$ cat config.mk
export PLATFORM = sky130hd
export DESIGN_NAME = sce_grad
export DESIGN_NICKNAME = d
export VERILOG_FILES = /design/src/rtl/core/sce_pkg.sv /design/src/rtl/core/sce_grad.sv
export SDC_FILE = /design/constraint.sdc
export NUM_CORES = 2
export LEC_CHECK = 0
export BUFFER_PORTS_ARGS = -buffer_cell sky130_fd_sc_hd__buf_2
export CORE_MARGIN = 1.5
export CORE_UTILIZATION = 50
export CTS_BUF_LIST = sky130_fd_sc_hd__clkbuf_8
export DETAILED_ROUTE_END_ITERATION = 10
export GPL_TIMING_DRIVEN = 1
export PLACE_DENSITY = 0.69
export SKIP_LAST_GASP = 1
export SYNTH_ARGS = -nofsm -noshare
export SYNTH_HDL_FRONTEND = slang
export SYNTH_SLANG_ARGS = --single-unit
export TNS_END_PERCENT = 50
$ cat constraint.sdc
create_clock -name clock -period 23.6 [get_ports clock]
set_input_delay 4.72 -clock clock [delete_from_list [all_inputs] [get_ports clock]]
set_output_delay 4.72 -clock clock [all_outputs]
set_load 0.02 [all_outputs]
$ cat src/rtl/core/sce_pkg.sv
// Shared types and constants for the color Sobel edge threshold block.
`default_nettype none
package sce_pkg;

   localparam int MAX_WIDTH_DEF  = 4096;
   localparam int MAX_HEIGHT_DEF = 65535;

   localparam int PIX_W  = 32;
   localparam int ROW_W  = 16;
   localparam int COL_W  = 12;
   localparam int CSR_W  = 16;
   localparam int CSR_IW = 2;

   typedef enum logic [CSR_IW-1:0] {
      CSR_WIDTH  = 2'd0,
      CSR_HEIGHT = 2'd1,
      CSR_THRESH = 2'd2
   } csr_index_type;

   typedef struct packed {
      logic [7:0] in_red;
      logic [7:0] in_green;
      logic [7:0] in_blue;
      logic [7:0] in_alpha;
   } req_type;

   typedef struct packed {
      logic [ROW_W-1:0] out_row;
      logic [COL_W-1:0] out_col;
      logic             out_is_edge;
      logic [7:0]       out_alpha;
      logic             out_last_of_run;
   } rsp_type;

   // one 3x3 neighborhood to evaluate: pix[dx][dy], dy is the kernel row
   typedef struct packed {
      logic [2:0][2:0][PIX_W-1:0] pix;
      logic [ROW_W-1:0]           row;
      logic [COL_W-1:0]           col;
      logic                       last;
   } win_job_type;

endpackage
`default_nettype wire

$ cat src/rtl/core/sce_grad.sv
// Gradient pipeline: Sobel sums, squares, threshold compare and result register.
`default_nettype none
module sce_grad (
   input  wire logic                 clock,
   input  wire logic                 reset,
   input  wire logic                 job_valid,
   input  wire sce_pkg::win_job_type job,
   input  wire logic [15:0]          thr_sq,
   output logic                      adv,
   output logic                      rsp_valid,
   input  wire logic                 rsp_stall,
   output sce_pkg::rsp_type          rsp_data
);
   import sce_pkg::*;

   logic             c1_v_ff, c2_v_ff, c3_v_ff, out_v_ff;
   win_job_type      c1_ff;
   logic signed [2:0][10:0] gx_ff, gy_ff, gx_in, gy_in;
   logic [5:0][19:0] sq_ff, sq_in;
   logic [ROW_W-1:0] c2_row_ff, c3_row_ff;
   logic [COL_W-1:0] c2_col_ff, c3_col_ff;
   logic             c2_last_ff, c3_last_ff;
   logic [7:0]       c2_alpha_ff, c3_alpha_ff;
   logic [22:0]      sum_in;
   rsp_type          out_ff, out_in;

   assign adv = !out_v_ff || !rsp_stall;

   always_comb begin
      logic signed [10:0] p [3][3];
      for (int k = 0; k < 3; k++) begin
         for (int dx = 0; dx < 3; dx++) begin
            for (int dy = 0; dy < 3; dy++) begin
               p[dx][dy] = $signed({3'b000, c1_ff.pix[dx][dy][8*k +: 8]});
            end
         end
         gx_in[k] = (p[2][0] - p[0][0]) + ((p[2][1] - p[0][1]) <<< 1) + (p[2][2] - p[0][2]);
         gy_in[k] = (p[0][0] + (p[1][0] <<< 1) + p[2][0])
                  - (p[0][2] + (p[1][2] <<< 1) + p[2][2]);
      end
   end

   // elements of a packed array select as unsigned
   always_comb begin
      for (int k = 0; k < 3; k++) begin
         sq_in[2*k]   = 20'($signed(gx_ff[k]) * $signed(gx_ff[k]));
         sq_in[2*k+1] = 20'($signed(gy_ff[k]) * $signed(gy_ff[k]));
      end
   end

   always_comb begin
      sum_in = '0;
      for (int i = 0; i < 6; i++) begin
         sum_in = sum_in + 23'(sq_ff[i]);
      end
      out_in.out_row         = c3_row_ff;
      out_in.out_col         = c3_col_ff;
      out_in.out_is_edge     = sum_in > {7'd0, thr_sq};
      out_in.out_alpha       = c3_alpha_ff;
      out_in.out_last_of_run = c3_last_ff;
   end

   always_ff @(posedge clock) begin
      if (reset) begin
         c1_v_ff  <= 1'b0;
         c2_v_ff  <= 1'b0;
         c3_v_ff  <= 1'b0;
         out_v_ff <= 1'b0;
      end else if (adv) begin
         c1_v_ff  <= job_valid;
         c2_v_ff  <= c1_v_ff;
         c3_v_ff  <= c2_v_ff;
         out_v_ff <= c3_v_ff;
      end
   end

   always_ff @(posedge clock) begin
      if (adv) begin
         c1_ff       <= job;
         gx_ff       <= gx_in;
         gy_ff       <= gy_in;
         c2_row_ff   <= c1_ff.row;
         c2_col_ff   <= c1_ff.col;
         c2_last_ff  <= c1_ff.last;
         c2_alpha_ff <= c1_ff.pix[1][1][31:24];
         sq_ff       <= sq_in;
         c3_row_ff   <= c2_row_ff;
         c3_col_ff   <= c2_col_ff;
         c3_last_ff  <= c2_last_ff;
         c3_alpha_ff <= c2_alpha_ff;
         out_ff      <= out_in;
      end
   end

   assign rsp_valid = out_v_ff;
   assign rsp_data  = out_ff;

   a_hold : assert property (@(posedge clock) disable iff (reset)
      (out_v_ff && rsp_stall) |=> (out_v_ff && $stable(out_ff)))
      else $error("result changed while stalled");
   a_flow : assert property (@(posedge clock) disable iff (reset)
      (adv && c3_v_ff) |=> out_v_ff)
      else $error("result lost between compare and output");
   a_freeze : assert property (@(posedge clock) disable iff (reset)
      !adv |=> ($stable(c1_v_ff) && $stable(c2_v_ff) && $stable(c3_v_ff)))
      else $error("pipeline moved during stall");

endmodule
`default_nettype wire

==> reports/results.txt <==
Run status: completed
Compound-cell area share of the yosys netlist: 4.88%
CTS Root Cell: clkbuf_8
Slew of the pin with the lowest slew margin: 1.15 ns
Cells on worst reg2reg path: 22
Number of I/O pins: 377
WP data arrival: 5.59 ns
Area of the multi-input gates: 29,500 um2
Residual DRC: 0
Xor/xnor share of the synthesized area: 4.67%
Via-to-Cell Ratio: 4.87
Reg2reg end: rsp_data[9]
All-Layer GR Usage: 18.9%
Site Rows: 115
Synth Flop Type: edfxtp_1
Synthesized flop and latch total: 525
Worst skew pair latency: 0.75 ns
RSZ-0062 raised after global routing: no
Layout area overhead: 9.33%
Area leader, netlist: fa_1
Type of the worst setup path: input port to output port
Die Wd: 320 um
# H-tree levels: 3
CP endpoint kind: output port
Synth area leaders: fa_1, edfxtp_1, ha_1, inv_1, xnor2_1
Setup TNS: 0 ns
Synth Area in Adders: 41.7%
Syn. warnings: 0
Postcts setup bufs: 0
WL per Instance: 14.8 um
Layout Nets: 6,252
CTS buffer count: 90
Layout fillers: 8,312
Reg2Reg Setup Slack: 17.42 ns
TritonCTS clock tree: yes
Cells after Synth: 4,399
Max Slew Vio Count: 0
Setup crit end: adv
Hold Path Stages: 0
First-pass GRT wire length: 155,000 um
Post-synthesis async set-or-reset flop share: 0%
Period minus WS final: 10.31 ns
Tightest Hold Check Type: flop to flop
Initial antenna violation count: 5
Port bufs: 288
Total gr overflow: 0
Initial DRC count: 1,410
PostCTS Resize Cnt: 0
Relative slew slack: 23.5%
Finish-stage setup viols: 0
Post-Synth Simple-Gate Area: 7.39%
Final Hold Viols: 0
Synth top area share: 31.3%
Mapped cell area: 50,100 um2
Routed via count: 29,600
Post-synthesis sequential area ratio: 31.4%
Drt pass-1 iters: 5
Register area: 15,700 um2
Final worst path period share: 43.7%
Synth cell types: 57
Core Footprint: 98,900 um2
Mux contribution to synthesized area: 0.177%
FF-to-FF Start: sq_ff[103]
CTS Sinks: 525
CP required: 18.88 ns
Max cap viols: 0
Cell with the most instances after synthesis: inv_1
Post-synth top cells: inv_1, fa_1, edfxtp_1, ha_1, and2_1
Routed wire length: 90,000 um
Largest net degree at the start of global routing: 176
Share of layout cells above drive strength 1: 9.07%
HPWL after detailed placement: 73,900 um
Die span in y: 320 um
Largest family of logic cells by synthesized area: adder cells
Placed Cells incl. Taps: 5,909
Worst-path clk slew: 0.06 ns
Type of origin of the critical path: input port
GP Congestion: 0.843
Syn Area/Cell: 11.4 um2
Maximum clock path buffer count: 3
Final non-filler cell total: 6,078
EDFF count, synth: 521
Worst Setup SP: rsp_stall
FMAX: 97.0 MHz
Final Skew: 0.0309 ns
CP max FO: 43
Initial Util: 50.7%
Die ar.: 102,000 um2
Number of global-route vias before repair: 32,100
# hold bufs at CTS: 0
Routed Antenna Nets: 0
==> how the worst min path moves through the flow <==
stage | from | endpoint | slack (ns)
floorplan | c1_ff[181] | c2_alpha_ff[0] | 0.40
global placement | c1_ff[186] | c2_alpha_ff[5] | 0.40
detailed placement | c1_ff[3] | c2_col_ff[2] | 0.40
CTS | c2_col_ff[10] | c3_col_ff[10] | 0.38
global route | c2_col_ff[10] | c3_col_ff[10] | 0.39
finish | c2_col_ff[10] | c3_col_ff[10] | 0.39
==> cell families after synthesis <==
| kind of cell | Yosys count |
|---|---|
| and+or+nand+nor | 708 |
| AOI/OAI and AO/OA | 380 |
| buffers and inverters | 1308 |
| adders and majority gates | 1201 |
| other | 2 |
| muxes | 8 |
| DFF | 525 |
| xor gates and xnor gates | 267 |
==> metal layers <==
layer	track usage (%)	wire, um	up-vias
met5	0	0	-
met4	5.78	2050	0
li1	-	-	14200
met1	24.7	38500	14800
met3	3.03	3870	124
met2	32.5	45600	451
==> cell usage in the layout, fill, tap and decap left out, types with 6 or more instances in the layout <==
cell type / count
a2111oi_0: 6
a211oi_1: 12
a21boi_0: 8
a21o_1: 56
a21oi_1: 121
a31oi_1: 9
and2_1: 237
and3_1: 12
buf_2: 288
bufinv_16: 7
clkbuf_8: 91
clkinv_1: 19
clkinv_2: 14
edfxtp_1: 521
fa_1: 783
ha_1: 418
inv_1: 1259
mux2_2: 6
nand2_1: 165
nand2b_1: 57
nand3_1: 35
nand4_1: 6
nor2_1: 95
nor2b_1: 47
nor3_1: 32
o2111ai_1: 6
o211ai_1: 6
o21a_1: 19
o21ai_0: 67
o21bai_1: 30
o31ai_1: 7
o41ai_1: 7
or3_1: 6
xnor2_1: 205
xor2_1: 62
==> stage by stage <==
step                setup WS, ns  util, %  area (um2)  hold WS (ns)
global placement           13.29     53.6       53000         0.400
floorplan                   3.11        -       50100         0.400
finish                     13.29     55.4       54800         0.392
detailed placement         13.27     53.6       53000         0.405
global route               13.22     55.4       54800         0.387
CTS                        13.28     55.4       54800         0.383
==> critical path, cell delays in order <==
cell and delay, ns:
buf_2 0.14, nand2_4 0.45, buf_2 0.28
==> state kept, by name, indices dropped and copies added, names as in the netlist <==
signal,cells
c1_ff,229
c1_v_ff,1
c2_alpha_ff,8
c2_col_ff,12
c2_last_ff,1
c2_row_ff,16
c2_v_ff,1
c3_alpha_ff,8
c3_col_ff,12
c3_last_ff,1
c3_row_ff,16
c3_v_ff,1
gx_ff,33
gy_ff,33
rsp_data,38
rsp_valid,1
sq_ff,114
==> cell type report <==
class                   count  area share [%]
multi-input cells        2568            53.8
flip-flops and latches    525            28.7
inverters                1236            8.47
well taps                1287            2.94
repair buffers            293            2.74
clock buffers              91            2.29
clock inverters            73            1.01
diodes                      5          0.0228
Power is not shown: default switching activity piles up to over one toggle a cycle in this logic, so the estimate is an artifact.
